`src/rtl/bba_pkg.sv`:
```
// Package for the bitmap block allocator: sizes, codes, payload words and the
// request bundle between the controller and the bitmap memory. No dependencies.
package bba_pkg;

  // Store geometry; WORD_BITS is a power of two.
  localparam int NUM_BLOCKS  = 4096;
  localparam int WORD_BITS   = 32;
  localparam int NUM_WORDS   = (NUM_BLOCKS + WORD_BITS - 1) / WORD_BITS;
  localparam int WORD_AW     = (NUM_WORDS > 1) ? $clog2(NUM_WORDS) : 1;
  localparam int BIT_W       = $clog2(WORD_BITS);

  // Register and field widths.
  localparam int CFG_W       = 13;
  localparam int IDX_W       = 12;
  localparam int FIELD_LIMIT = 4096;
  localparam int LIM_MAX     = (NUM_BLOCKS < FIELD_LIMIT) ? NUM_BLOCKS : FIELD_LIMIT;
  localparam logic [CFG_W-1:0] BLOCK_COUNT_RST = CFG_W'(4096);

  // Compare width covering block numbers, word bases and the limit.
  localparam int CMP_W = ((WORD_AW + 1 + BIT_W) > CFG_W) ? (WORD_AW + 1 + BIT_W) : CFG_W;

  typedef enum logic {
    OP_ALLOC = 1'b0,
    OP_FREE  = 1'b1
  } op_e;

  typedef enum logic [1:0] {
    ST_OK           = 2'd0,
    ST_FULL         = 2'd1,
    ST_ALREADY_FREE = 2'd2,
    ST_RANGE        = 2'd3
  } status_e;

  typedef enum logic [1:0] {
    S_IDLE,
    S_START,
    S_EVAL
  } state_e;

  typedef struct packed {
    op_e              op;
    logic [IDX_W-1:0] block_index;
  } in_item_t;

  typedef struct packed {
    status_e          status;
    logic [IDX_W-1:0] allocated_block;
  } out_item_t;

  typedef struct packed {
    logic                 rd_en;
    logic [WORD_AW-1:0]   rd_addr;
    logic                 wr_en;
    logic [WORD_AW-1:0]   wr_addr;
    logic [WORD_BITS-1:0] wr_data;
  } mem_req_t;

endpackage

```
`src/rtl/bba_bitmap_ram.sv`:
```
// Bitmap memory: one-port-read, one-port-write synchronous RAM with a registered
// read port and a valid flop per word so unwritten words read as free. Uses bba_pkg.
module bba_bitmap_ram (
  input  logic                         clk_i,
  input  logic                         rst_ni,
  input  bba_pkg::mem_req_t            req_i,
  output logic [bba_pkg::WORD_BITS-1:0] rd_data_o
);
  import bba_pkg::*;

  logic [WORD_BITS-1:0] mem [NUM_WORDS];
  logic [NUM_WORDS-1:0] valid_q;
  logic [WORD_BITS-1:0] rd_data_q;
  logic                 rd_valid_q;

  always_ff @(posedge clk_i or negedge rst_ni) begin
    if (!rst_ni) begin
      valid_q    <= '0;
      rd_valid_q <= 1'b0;
    end else begin
      if (req_i.wr_en) begin
        valid_q[req_i.wr_addr] <= 1'b1;
      end
      if (req_i.rd_en) begin
        rd_valid_q <= valid_q[req_i.rd_addr];
      end
    end
  end

  always_ff @(posedge clk_i) begin
    if (req_i.wr_en) begin
      mem[req_i.wr_addr] <= req_i.wr_data;
    end
    if (req_i.rd_en) begin
      rd_data_q <= mem[req_i.rd_addr];
    end
  end

  // A word never written counts as all free.
  assign rd_data_o = rd_valid_q ? rd_data_q : '0;

`ifndef SYNTHESIS
  a_no_rd_wr_overlap : assert property (@(posedge clk_i) disable iff (!rst_ni)
    !(req_i.rd_en && req_i.wr_en))
    else $error("bitmap read and write in the same cycle");
`endif

endmodule

```
`config.mk`:
```
export PLATFORM = sky130hd
export DESIGN_NAME = bba_bitmap_ram
export DESIGN_NICKNAME = d
export VERILOG_FILES = /design/src/rtl/bba_pkg.sv /design/src/rtl/bba_bitmap_ram.sv
export SDC_FILE = /design/constraint.sdc
export NUM_CORES = 2
export LEC_CHECK = 0
export BUFFER_PORTS_ARGS = -buffer_cell sky130_fd_sc_hd__buf_2
export CORE_ASPECT_RATIO = 0.8
export CORE_MARGIN = 5
export CORE_UTILIZATION = 65
export CTS_CLUSTER_DIAMETER = 100
export DETAILED_ROUTE_END_ITERATION = 16
export PLACE_DENSITY = 0.8
export SLEW_MARGIN = 20
export SYNTH_ARGS = -nofsm -noshare
export SYNTH_HDL_FRONTEND = slang
export SYNTH_SLANG_ARGS = --single-unit
```
`constraint.sdc`:
```
create_clock -name clk_i -period 4.6 [get_ports clk_i]
set_input_delay 1.38 -clock clk_i [delete_from_list [all_inputs] [get_ports clk_i]]
set_output_delay 1.38 -clock clk_i [all_outputs]
set_load 0.02 [all_outputs]
```
### After elaboration in Yosys (flattened, before gate mapping)

Memories as Yosys holds them, arrays and structs flattened. A register that Yosys moved wholly into a read port is not among the register bits.
Cells that the tools add are included.

| word-level totals | value |
|---|---|
| flip-flop bits (word level) | 129 |
| RAM bits | 4096 |
| input bits | 50 |
| output and inout bits | 32 |
| logic and storage cells | 15 |
| memories | 1 |

| operators by class | value |
|---|---|
| order comparisons | 3 |
| mux-type cells | 7 |
| bitwise logic cells | 1 |
| reductions and logical operators | 1 |

Memory list:

| memory | depth | bits a word | read ports | clocked after memory_dff | write ports | line | text |
|---|---|---|---|---|---|---|---|
| mem | 128 | 32 | 1 | 1 | 1 | bba_bitmap_ram.sv:11 | `logic [WORD_BITS-1:0] mem [NUM_WORDS];` |

Operator list:

| kind | count |
|---|---|
| 128-bit bitwise OR | 1 |
| 32-bit two-way mux | 1 |
| 7-bit by 8-bit < comparator with 1-bit output, second input constant | 2 |
| 1-bit binary-select mux with 7-bit select | 1 |
| 1-bit demux with 7-bit select | 1 |
| 7-bit by 1-bit >= comparator with 1-bit output, second input constant | 1 |
| 1-bit two-way mux | 4 |
| 1-bit logical AND | 1 |

### Logic depth before layout (Yosys ltp)

| depth | value |
|---|---|
| depth in word-level cells | 5 |
| gate-level depth with buffers | 10 |
| gate-level depth less buffers | 6 |

### Least setup slack after synthesis

No wires, ideal clock.

| timing | value |
|---|---|
| path type | input to register |
| from | input req_i[34] (netlist name) |
| to | memory mem[108][0] (enable) |
| library setup time | 0.422 ns |
| data arrival time | 3.859 ns |
| required time | 4.178 ns |
| setup slack | 0.319 ns |
| cell stages on the path | 6 |
| path buffers | 2 |
| cells stage by stage | clkbuf_1 > or3b_2 > inv_1 > nand2_1 > clkbuf_1 > nor2_1 |

RTL lines:

| element | line | text |
|---|---|---|
| from (decl) | bba_bitmap_ram.sv:6 | `input bba_pkg::mem_req_t req_i,` |
| to (decl) | bba_bitmap_ram.sv:11 |  |

Straight into the memory's write port.

### Worst setup path in the final report

| timing | value |
|---|---|
| from | register rd_valid_q |
| to | output rd_data_o[29] (netlist name) |

| between the ends | value |
|---|---|
| cells in the longest elaborated chain, start to end | 1 |

RTL lines:

| element | line | text |
|---|---|---|
| from (decl) | bba_bitmap_ram.sv:14 | `logic rd_valid_q;` |
| from (signal assigned) | bba_bitmap_ram.sv:25 | `rd_valid_q <= valid_q[req_i.rd_addr];` |
| 32-bit two-way mux | bba_bitmap_ram.sv:40 | `assign rd_data_o = rd_valid_q ? rd_data_q : '0;` |
| to (decl) | bba_bitmap_ram.sv:7 | `output logic [bba_pkg::WORD_BITS-1:0] rd_data_o` |

No other way between the ends.

==> flow_summary.json <==
{
  "pwr-share-seq_pct": 53.1,
  "synth-main-ff-cell": "edfxtp_1",
  "fin_cells": 10700,
  "grt_max_degree": 129,
  "clk_latency_ns": 0.98,
  "fin_crit_ns": 3.91,
  "grt_setup_unrepaired": "no",
  "finalSetupViolations": 0,
  "placed_area_mm2": 0.171,
  "cts-resized-gates": 0,
  "numCtsBuffers": 386,
  "crit_family": "buffers and inverters",
  "num_rows": 163,
  "fillCellCount": 11900,
  "gr-total-overflow": 0,
  "total_power_uw": 81000,
  "hold_violations": 0,
  "placed_cells": 9973,
  "intPower_uw": 63100,
  "synth-seq-cells": 4257,
  "clkPwrFrac_pct": 41.3,
  "worstSetupPathDepth": 3,
  "routed_wl_mm": 502,
  "cp_max_fo": 33,
  "vias_per_cell": 7.75,
  "crit_buf_inv": 2,
  "synth_area_leaders": "edfxtp_1, mux4_2, dfrtp_1",
  "cts_hold_buffers": 0,
  "ios": 82,
  "cp-start-kind": "flop",
  "reg2reg_depth": 4,
  "regToRegEndpoint": "rd_data_q[21]",
  "vias": 82900,
  "grt_pass1_vias": 83300,
  "avgSynthCellArea_um2": 24.9,
  "p_leak_uw": 0.0581,
  "cp.required_ns": 3.22,
  "synth_edf_count": 4128,
  "post_cts.repair.setup_buffers": 0,
  "postRouteAntennaNets": 0,
  "grt_pass1_wl_mm": 685,
  "antenna_found_initial": 51,
  "finalCritPeriodShare_pct": 84.9,
  "synth.distinct_cells": 40,
  "fin_nets": 7112,
  "wire_per_inst_um": 46.9,
  "max-cap-violations": 0,
  "powerDensity_mw_per_mm2": 441,
  "drc": 0,
  "path_class": "flop to primary output",
  "fin_util_pct": 74.4,
  "path_cells": "buf_4, and2_1, buf_2",
  "area_growth_pct": 13.8,
  "vdd_drop_max_uv": 389,
  "dr.first_iter.drc_count": 16700,
  "cts_root_buf": "clkbuf_16",
  "crit-reg2reg-launch": "mem[19][21]",
  "finalClockSkew_ns": 0.0663,
  "crit_start": "rd_valid_q",
  "yosys.area.top_type": "edfxtp_1",
  "comb_power_share_pct": 5.6,
  "yosysSeqAreaShare_pct": 78.8,
  "h-tree-depth": 5,
  "die_w_um": 567,
  "end_kind": "primary output",
  "fin_area_mm2": 0.184,
  "cts_tree": "built",
  "syn_inst": 6470,
  "cp.arrival_ns": 2.53,
  "core_mm2": 0.247,
  "synth_top_area_share_pct": 76.8,
  "critPathSlowestCell": "and2_1",
  "track_usage_pct": 38.9,
  "die_h_um": 456,
  "cts.clk_slew.worst_paths_ns": 0.07,
  "cts.sinks": 4257,
  "p_sw_share_pct": 22.1,
  "tns_ns": 0,
  "syn-num-nets": 6520,
  "gpl.final_weighted_congestion": 0.844,
  "reg2reg_setup_slack_ns": 1.80,
  "slew_violations": 0,
  "async_flop_share_pct": 3.03,
  "worst_pin_slew_ns": 1.16,
  "slew_headroom_pct": 22.5,
  "floorplan.die_area_mm2": 0.258,
  "final_layout_size_suffix_gt1_share_pct": 36.3,
  "hpwl_mm": 249,
  "critPathMaxStageDelay_ns": 0.53,
  "firstDrtPassIters": 6,
  "hold_class": "input pin to asynchronous set/reset pin",
  "status": "finished clean",
  "cts_max_path_buffers": 4,
  "start_util_pct": 65.4,
  "cp-endpoint": "rd_data_o[29]",
  "netlist_area_mm2": 0.161,
  "switchingPower_uw": 17900,
  "synth_warnings": 0,
  "timing.fmax_ghz": 0.256,
  "port-buffer-count": 81
}
[synth_stat cells, drive strengths merged (2+ instances only)]
cell type  instances
a22oi              2
dfrtp            129
nor2b              9
or2              128
mux2i             16
inv                8
a311oi             2
or4                2
mux2               4
and2              32
nand4              4
buf              202
nor4              33
or3b               2
nand3             13
edfxtp          4128
clkbuf           137
nand3b             7
mux4            1306
or3                3
nor3               2
o22ai            128
a21oi              5
nand2             23
a211oi             2
nor2             133
[worst min-delay path by stage]
stage,end,depth (start not counted)
finish,valid_q[12],1
global route,valid_q[12],1
CTS,valid_q[94],1
detailed placement,valid_q[42],1
global placement,valid_q[21],1
floorplan,valid_q[55],1
[layer usage]
layer  GRT usage, %  vias to the layer above  wire [µm]
met3           12.0                     1800      80800
met5              0                        -        212
met1           50.5                    42600     148000
li1               -                    29300          -
met2           59.8                     9282     237000
met4           21.7                       34      36300
[stage by stage]
step	hold WS (ns)	setup slack (ns)
2_1_floorplan	0.433	0.319
3_3_place_gp	0.445	0.0706
3_5_place_dp	0.448	0.0400
4_1_cts	0.436	0.830
5_1_grt	0.459	0.800
6_report	0.410	0.693
[sequential cells by signal, indices dropped and copies added, names as in the netlist]
signal and cells:
valid_q 128, mem 4096, rd_data_q 32, rd_valid_q 1
[worst register-to-register path, stage by stage (launching register included)]
cell and delay (ns):
edfxtp_1 0.48, mux4_2 0.56, mux4_2 0.49, o22ai_1 0.82, nor4_1 0.14
[layout make-up]
class | count | area (µm²) | share of cell area, %
repair buffers | 543 | 5860 | 3.19
diodes | 30 | 75.1 | 0.0409
inverters | 8 | 37.5 | 0.0204
well taps | 3300 | 4130 | 2.25
flip-flops and latches | 4257 | 127000 | 69.3
multi-input cells | 1866 | 33600 | 18.3
clock buffers | 474 | 10200 | 5.57
clock inverters | 228 | 2510 | 1.37
[placed cells by master (no fill, tap or decap), types with 7 or more instances in the layout]
cell,count
nor4_1,33
clkbuf_1,69
o22ai_1,127
and2_1,32
edfxtp_1,4128
mux2i_1,16
bufinv_16,47
clkinv_2,66
nand3b_1,7
inv_6,8
nor2_4,128
nand2_1,18
diode_2,30
buf_2,45
mux4_2,1306
inv_1,7
or2_2,128
clkinv_1,74
nor2b_1,9
buf_12,148
dfrtp_1,129
nand3_1,10
clkbuf_8,14
buf_4,344
clkinvlp_4,14
clkbuf_16,391
clkinv_4,8
[cell families after synthesis]
group / Yosys count / synth area share (%)
DFF: 4257 / 78.8
muxes: 1326 / 18.4
and+or+nand+nor: 393 / 1.28
buffers and inverters: 347 / 0.948
AOI/OAI and AO/OA: 147 / 0.584
[power groups by stage]
stage          sequential (µW)  combinational, µW  clock (µW)
2_1_floorplan            43700               2200           0
6_report                 43000               4540       33400
4_1_cts                  43000               4420       33500
3_3_place_gp             43800               4090           0
3_5_place_dp             43800               4240           0
5_1_grt                  43000               4630       35200
No activity file was read; power rests on OpenSTA's default activity.
