### config.mk
export PLATFORM = sky130hd
export DESIGN_NAME = bba_ctrl
export DESIGN_NICKNAME = d
export VERILOG_FILES = /design/src/rtl/bba_pkg.sv /design/src/rtl/bba_ctrl.sv
export SDC_FILE = /design/constraint.sdc
export NUM_CORES = 1
export LEC_CHECK = 0
export BUFFER_PORTS_ARGS = -buffer_cell sky130_fd_sc_hd__buf_2
export CORE_ASPECT_RATIO = 1.2
export CORE_MARGIN = 2
export CORE_UTILIZATION = 57
export DETAILED_ROUTE_END_ITERATION = 10
export PLACE_DENSITY = 0.88
export SYNTH_ARGS = -nofsm -noshare
export SYNTH_HDL_FRONTEND = slang
export SYNTH_SLANG_ARGS = --single-unit
### constraint.sdc
create_clock -name clk_i -period 7.9 [get_ports clk_i]
set_input_delay 0.79 -clock clk_i [delete_from_list [all_inputs] [get_ports clk_i]]
set_output_delay 0.79 -clock clk_i [all_outputs]
set_load 0.02 [all_outputs]
### src/rtl/bba_pkg.sv
// Package for the bitmap block allocator: sizes, codes, payload words and the
// request bundle between the controller and the bitmap memory. No dependencies.
package bba_pkg;

  // Store geometry; WORD_BITS is a power of two.
  localparam int NUM_BLOCKS  = 4096;
  localparam int WORD_BITS   = 32;
  localparam int NUM_WORDS   = (NUM_BLOCKS + WORD_BITS - 1) / WORD_BITS;
  localparam int WORD_AW     = (NUM_WORDS > 1) ? $clog2(NUM_WORDS) : 1;
  localparam int BIT_W       = $clog2(WORD_BITS);

  // Register and field widths.
  localparam int CFG_W       = 13;
  localparam int IDX_W       = 12;
  localparam int FIELD_LIMIT = 4096;
  localparam int LIM_MAX     = (NUM_BLOCKS < FIELD_LIMIT) ? NUM_BLOCKS : FIELD_LIMIT;
  localparam logic [CFG_W-1:0] BLOCK_COUNT_RST = CFG_W'(4096);

  // Compare width covering block numbers, word bases and the limit.
  localparam int CMP_W = ((WORD_AW + 1 + BIT_W) > CFG_W) ? (WORD_AW + 1 + BIT_W) : CFG_W;

  typedef enum logic {
    OP_ALLOC = 1'b0,
    OP_FREE  = 1'b1
  } op_e;

  typedef enum logic [1:0] {
    ST_OK           = 2'd0,
    ST_FULL         = 2'd1,
    ST_ALREADY_FREE = 2'd2,
    ST_RANGE        = 2'd3
  } status_e;

  typedef enum logic [1:0] {
    S_IDLE,
    S_START,
    S_EVAL
  } state_e;

  typedef struct packed {
    op_e              op;
    logic [IDX_W-1:0] block_index;
  } in_item_t;

  typedef struct packed {
    status_e          status;
    logic [IDX_W-1:0] allocated_block;
  } out_item_t;

  typedef struct packed {
    logic                 rd_en;
    logic [WORD_AW-1:0]   rd_addr;
    logic                 wr_en;
    logic [WORD_AW-1:0]   wr_addr;
    logic [WORD_BITS-1:0] wr_data;
  } mem_req_t;

endpackage

### src/rtl/bba_ctrl.sv
// Allocator controller: scans bitmap words for the lowest free block, checks and
// clears bits on free, and writes the modified word back. Uses bba_pkg.
module bba_ctrl (
  input  logic                          clk_i,
  input  logic                          rst_ni,
  input  logic                          in_valid_i,
  output logic                          in_ready_o,
  input  bba_pkg::in_item_t             in_data_i,
  input  logic [bba_pkg::CFG_W-1:0]     limit_i,
  input  logic                          out_free_i,
  output logic                          res_valid_o,
  output bba_pkg::out_item_t            res_o,
  output bba_pkg::mem_req_t             mem_req_o,
  input  logic [bba_pkg::WORD_BITS-1:0] rd_data_i
);
  import bba_pkg::*;

  state_e             state_q, state_d;
  op_e                op_q;
  logic [IDX_W-1:0]   idx_q;
  logic [CFG_W-1:0]   lim_q;
  logic [WORD_AW-1:0] word_q;

  logic               accept;
  logic               done;
  logic               fire;
  logic               issue;
  logic [WORD_AW-1:0] issue_addr;
  status_e            status;
  logic [IDX_W-1:0]   given;
  logic               wr_req;
  logic [WORD_BITS-1:0] wr_word;

  logic               zero_any;
  logic [BIT_W-1:0]   zero_pos;
  logic [CMP_W-1:0]   cand;
  logic [WORD_AW:0]   next_word;
  logic [CMP_W-1:0]   next_base;
  logic [CMP_W-1:0]   lim_ext;
  logic [CMP_W-1:0]   idx_ext;
  logic [BIT_W-1:0]   idx_pos;

  assign accept = in_valid_i && in_ready_o;

  // Lowest clear bit of the word just read.
  always_comb begin
    zero_pos = '0;
    for (int i = WORD_BITS - 1; i >= 0; i--) begin
      if (!rd_data_i[i]) begin
        zero_pos = BIT_W'(i);
      end
    end
  end

  assign zero_any  = ~&rd_data_i;
  assign cand      = CMP_W'({word_q, zero_pos});
  assign next_word = (WORD_AW + 1)'(word_q) + 1'b1;
  assign next_base = CMP_W'({next_word, {BIT_W{1'b0}}});
  assign lim_ext   = CMP_W'(lim_q);
  assign idx_ext   = CMP_W'(idx_q);
  assign idx_pos   = idx_q[BIT_W-1:0];

  // Decide per cycle: finish with a result, or issue the next word read.
  always_comb begin
    done       = 1'b0;
    issue      = 1'b0;
    issue_addr = word_q;
    status     = ST_OK;
    given      = '0;
    wr_req     = 1'b0;
    wr_word    = rd_data_i;
    case (state_q)
      S_START: begin
        if (op_q == OP_FREE) begin
          if (idx_ext >= lim_ext) begin
            done   = 1'b1;
            status = ST_RANGE;
          end else begin
            issue      = 1'b1;
            issue_addr = idx_ext[BIT_W +: WORD_AW];
          end
        end else begin
          if (lim_q == '0) begin
            done   = 1'b1;
            status = ST_FULL;
          end else begin
            issue      = 1'b1;
            issue_addr = '0;
          end
        end
      end
      S_EVAL: begin
        if (op_q == OP_FREE) begin
          done = 1'b1;
          if (!rd_data_i[idx_pos]) begin
            status = ST_ALREADY_FREE;
          end else begin
            status  = ST_OK;
            wr_req  = 1'b1;
            wr_word = rd_data_i & ~(WORD_BITS'(1) << idx_pos);
          end
        end else if (zero_any) begin
          done = 1'b1;
          if (cand < lim_ext) begin
            status  = ST_OK;
            given   = cand[IDX_W-1:0];
            wr_req  = 1'b1;
            wr_word = rd_data_i | (WORD_BITS'(1) << zero_pos);
          end else begin
            status = ST_FULL;
          end
        end else if (next_base >= lim_ext) begin
          done   = 1'b1;
          status = ST_FULL;
        end else begin
          issue      = 1'b1;
          issue_addr = next_word[WORD_AW-1:0];
        end
      end
      default: begin
      end
    endcase
  end

  // Hold the result until the output register has room.
  assign fire = done && out_free_i;

  always_comb begin
    state_d = state_q;
    case (state_q)
      S_IDLE: begin
        if (in_valid_i) begin
          state_d = S_START;
        end
      end
      S_START, S_EVAL: begin
        if (fire) begin
          state_d = S_IDLE;
        end else if (issue) begin
          state_d = S_EVAL;
        end
      end
      default: state_d = S_IDLE;
    endcase
  end

  always_comb begin
    in_ready_o        = (state_q == S_IDLE);
    res_valid_o       = fire;
    res_o.status      = status;
    res_o.allocated_block = given;
    mem_req_o.rd_en   = issue;
    mem_req_o.rd_addr = issue_addr;
    mem_req_o.wr_en   = fire && wr_req;
    mem_req_o.wr_addr = word_q;
    mem_req_o.wr_data = wr_word;
  end

  always_ff @(posedge clk_i or negedge rst_ni) begin
    if (!rst_ni) begin
      state_q <= S_IDLE;
    end else begin
      state_q <= state_d;
    end
  end

  always_ff @(posedge clk_i) begin
    if (accept) begin
      op_q  <= in_data_i.op;
      idx_q <= in_data_i.block_index;
      lim_q <= limit_i;
    end
    if (issue) begin
      word_q <= issue_addr;
    end
  end

`ifndef SYNTHESIS
  a_wr_only_on_ok : assert property (@(posedge clk_i) disable iff (!rst_ni)
    mem_req_o.wr_en |-> (res_valid_o && res_o.status == ST_OK))
    else $error("bitmap written without a successful result");
  a_alloc_below_limit : assert property (@(posedge clk_i) disable iff (!rst_ni)
    (res_valid_o && op_q == OP_ALLOC && res_o.status == ST_OK)
      |-> (CMP_W'(res_o.allocated_block) < lim_ext))
    else $error("allocated block at or above the limit");
  a_free_gives_zero : assert property (@(posedge clk_i) disable iff (!rst_ni)
    (res_valid_o && op_q == OP_FREE) |-> (res_o.allocated_block == '0))
    else $error("free result carries a block number");
`endif

endmodule

## Yosys cells after proc, flatten, opt, wreduce, memory -nomap -nowiden

Cells that the tools add are included.

- Output and inout bits: 64
- Input port bits: 62
- Bits in registers: 35
- Logic and storage cells: 109

- Multiplexer cells: 82
- Reductions and logical operators: 8
- Add/subtract/negate cells: 1
- Shifts and indexed selects: 2
- $lt $le $gt $ge: 4
- Eq/ne operators: 4
- Bitwise operators: 3

Operators by type and width:

| operator | number |
|---|---|
| $mux 32 | 5 |
| $mux 5 | 32 |
| $shl 1x5->32 const A | 2 |
| $mux 12 | 4 |
| $mux 7 | 6 |
| $and 32x32->32 | 1 |
| $not 32->32 | 1 |
| $or 32x32->32 | 1 |
| $reduce_and 32->1 | 1 |
| $mux 1 | 21 |
| $mux 2 | 8 |
| $pmux 7 s2 | 1 |
| $ge 12x13->1 | 1 |
| $ge 13x13->1 | 1 |
| $logic_not 13->1 | 1 |
| $lt 12x13->1 | 1 |
| $add 7x1->8 const B | 1 |
| $pmux 2 s2 | 2 |
| $lt 5x6->1 const B | 1 |
| $bmux 1 s5 | 1 |
| $pmux 1 s2 | 2 |
| $logic_and 1x1->1 | 3 |
| $ne 3x3->1 const B | 1 |
| $eq 2x1->1 const B | 1 |
| 5 further kinds | 5 |

## Logic depth before layout (Yosys ltp)

- Depth after elaboration: 38
- Depth in mapped cells: 14
- Mapped depth without buffers: 13

## Worst setup path before layout

No wires, ideal clock.

- Path kind: in2out
- From: input rd_data_i[30] in the netlist's numbering
- To: output res_o[3] in the netlist's numbering
- Arrival time: 4.084 ns
- Required time: 7.110 ns
- Buffers on the path: 0
- Stages on the path: 13
- Setup slack: 3.026 ns
- Path through: nand2_1 > a311oi_1 > o311ai_0 > a311o_1 > a2bb2oi_1 > inv_1 > ha_1 > maj3_1 > nand3_1 > o21ai_0 > a31oi_4 > o21ai_1 > a2111oi_0

RTL lines:

| item | RTL line | RTL |
|---|---|---|
| start, declared | bba_ctrl.sv:14 | `input logic [bba_pkg::WORD_BITS-1:0] rd_data_i` |
| end, declared | bba_ctrl.sv:12 | `output bba_pkg::out_item_t res_o,` |

==> flow_metrics.tcl <==
set metrics [dict create \
    final_cell_area_um2 4730 \
    cts_setup_buffers 0 \
    track_usage_pct 38.6 \
    synth_adder_area_share_pct 11.2 \
    startpoint_type "primary input" \
    cts_tree "built" \
    drc 0 \
    die_w_um 80.4 \
    pre_cts_ws_ps 3000 \
    fin_util_pct 69.4 \
    max_stage_delay_ps 410 \
    synth.mux.area_fraction_pct 5.61 \
    outcome "completed" \
    wl_um 14800 \
    synthFlopType "edfxtp_1" \
    cts_resized 0 \
    synth-xor-area-share_pct 1.32 \
    drt-pass1-iter-count 6 \
    clkTransAtPathRegs_ps 90 \
    crit_type "primary input to output port" \
    critPathCaptureType "output port" \
    critPathMaxFanout 15 \
    viasPerCell 6.88 \
    finalSetupTns_ps 0 \
    netlist_instances 484 \
    rr_endpoint "word_q[5]" \
    crit_family "compound AO/OA/AOI/OAI gates" \
    synth_warnings 0 \
    reg2reg_depth 11 \
    synth.cell_area_um2 3990 \
    clockPowerShare_pct 11.5 \
    clock_path_buffers 2 \
    min_period_ps 5130 \
    p_seq_share_pct 31.6 \
    relSlewSlack_pct 25.6 \
    post-route-period-util_pct 64.9 \
    avgSynthCellArea_um2 8.25 \
    synth_fp_nets 581 \
    min-delay-path-class "primary input to asynchronous set/reset pin" \
    grt_antenna_before_repair 0 \
    power_switching_uw 546 \
    holdBufCountCts 0 \
    cp.arrival_ps 4340 \
    overflow 0 \
    synth-compound-area-share_pct 27.2 \
    tightest_slew_ps 1110 \
    worstSetupPathDepth 15 \
    start_util_pct 58.6 \
    clock_sinks 35 \
    fin_nets 695 \
    fp.coreArea_um2 6810 \
    synth_edf_count 33 \
    synth_seq_area_share_pct 26.1 \
    grt_max_degree 27 \
    setup-violations-final 0 \
    ys_ff_latch 35 \
    die_h_um 95.7 \
    ctsRootBufferMaster "clkbuf_8" \
    async_reset_ff_share_pct 5.71 \
    p_leak_uw 0.00201 \
    rsz0062_at_grt "false" \
    switching_share_pct 50.1 \
    synth.distinct_cells 69 \
    worst-endpoint-required_ps 7110 \
    grt_pass1_wl_um 22500 \
    hold_viol_final 0 \
    crit_path_frequent_cell "buf_2" \
    synth_top_family_by_area "compound AO/OA/AOI/OAI gates" \
    hpwl_um 11700 \
    crit_buf_inv 3 \
    post_drt_wl_per_cell_um 21.7 \
    synth_area_leaders "edfxtp_1 (25%), ha_1 (11%), o21ai_0 (7.8%)" \
    synth_simple_gate_area_share_pct 23.8 \
    routabilityCongestion 1.03 \
    fin_ws_ps 2770 \
    grt_pass1_vias 4448 \
    rr_startpoint "word_q[1]" \
    r2r_slack_ps 4100 \
    first_iter_violations 705 \
    route.vias.total 4716 \
    numCtsBuffers 5 \
    final_antenna_net_count 0 \
    io_pins 126 \
    area_delta_synth_final_pct 18.5 \
    die_area_um2 7690 \
    diodes 0 \
    layout-drive-gt1-share_pct 25.9 \
    rows 33 \
    slew_violations 0 \
    path_cells "buf_2, nand2_1, a311oi_1, o311ai_0, a311o_1, a2bb2oi_1, inv_1, ha_1, maj3_1, nand3_1, o21ai_0, a31oi_4, o211ai_2, o31ai_1, buf_2" \
    placed_area_um2 4650 \
    peakVddDrop_mv 0.198 \
    clk_latency_ps 300 \
    portBuffers 125 \
    p_int_uw 544 \
    yosys.area.top_type "edfxtp_1" \
    critPathSlowestCell "o31ai_1" \
    p_comb_share_pct 56.9 \
    max_clock_freq_mhz 195 \
    cap_viol_max_count 0 \
    fin_worst_skew_ps 18.5 \
    netlist.area_leader.share_pct 24.8 \
    cts_max_level 2 \
    powerDensity_nw_per_um2 230 \
]
cell usage after synthesis, drive strengths merged, types with 6 or more instances:
cell	count
mux4	9
o31ai	16
nand3	22
nor2	40
a211oi	9
a21oi	15
edfxtp	33
clkbuf	15
o211ai	6
nand4	20
inv	31
nor3	10
nor2b	8
nor4	7
o21ai	67
ha	35
nand2	60
per-layer routing:
layer  global-route usage (%)  vias to the layer above  routed length, um
met3                     6.63                      101               1460
met1                     45.5                     2124               5360
met4                     24.7                        0               1070
li1                         -                     2092                  -
met5                        0                        -                  0
met2                     64.6                      399               6950
power groups by stage:
| stage | Clock, uW | Sequential [uW] | Combinational, uW |
|---|---|---|---|
| 2_1_floorplan | 0 | 309 | 439 |
| 3_3_place_gp | 0 | 342 | 582 |
| 3_5_place_dp | 0 | 344 | 602 |
| 4_1_cts | 125 | 341 | 605 |
| 5_1_grt | 132 | 349 | 680 |
| 6_report | 125 | 344 | 620 |
stage by stage:
stage / hold WS (ps) / cells / power [uW]
after floorplan: 494 / 484 / 748
after global placement: 543 / 678 / 924
after detailed placement: 574 / 678 / 946
after CTS: 259 / 685 / 1070
after global routing: 249 / 685 / 1160
final: 254 / 685 / 1090
sequential cells by signal, summed over array words and instances (netlist names):
register	flops
op_q	1
idx_q	12
lim_ext	13
word_q	7
state_q	2
cells in the final DEF (no fill, tap or decap), types with 15 or more instances in the layout:
cell type  instances
inv_1             31
a21oi_1           15
ha_1              35
o21ai_0           62
edfxtp_1          33
buf_2            125
nand4_1           17
nand2_1           60
nor2_1            39
nand3_1           22
o31ai_1           16
worst max path at each step:
stage                  startpoint       endpoint  slack, ps
floorplan           rd_data_i[30]       res_o[3]       3030
global placement    rd_data_i[23]   mem_req_o[1]       3110
detailed placement  rd_data_i[23]   mem_req_o[1]       3000
CTS                 rd_data_i[23]   mem_req_o[1]       2990
global route        rd_data_i[23]   mem_req_o[1]       2720
finish              rd_data_i[22]  mem_req_o[24]       2770
logic make-up after synthesis:
group / Yosys count
multiplexers: 11
AND/OR/NAND/NOR: 188
buffers and inverters: 49
XOR/XNOR: 6
adder cells (fa/ha/maj): 36
flip-flops: 35
AO/OA/AOI/OAI: 159
final cells by class:
class | count | area [um^2]
multi-input cells | 400 | 2760
flip-flops and latches | 35 | 1040
inverters | 31 | 116
repair buffers | 125 | 626
well taps | 87 | 109
clock inverters | 2 | 8.76
fillers | 576 | 2080
clock buffers | 5 | 68.8
(Power assumes the default switching activity.)
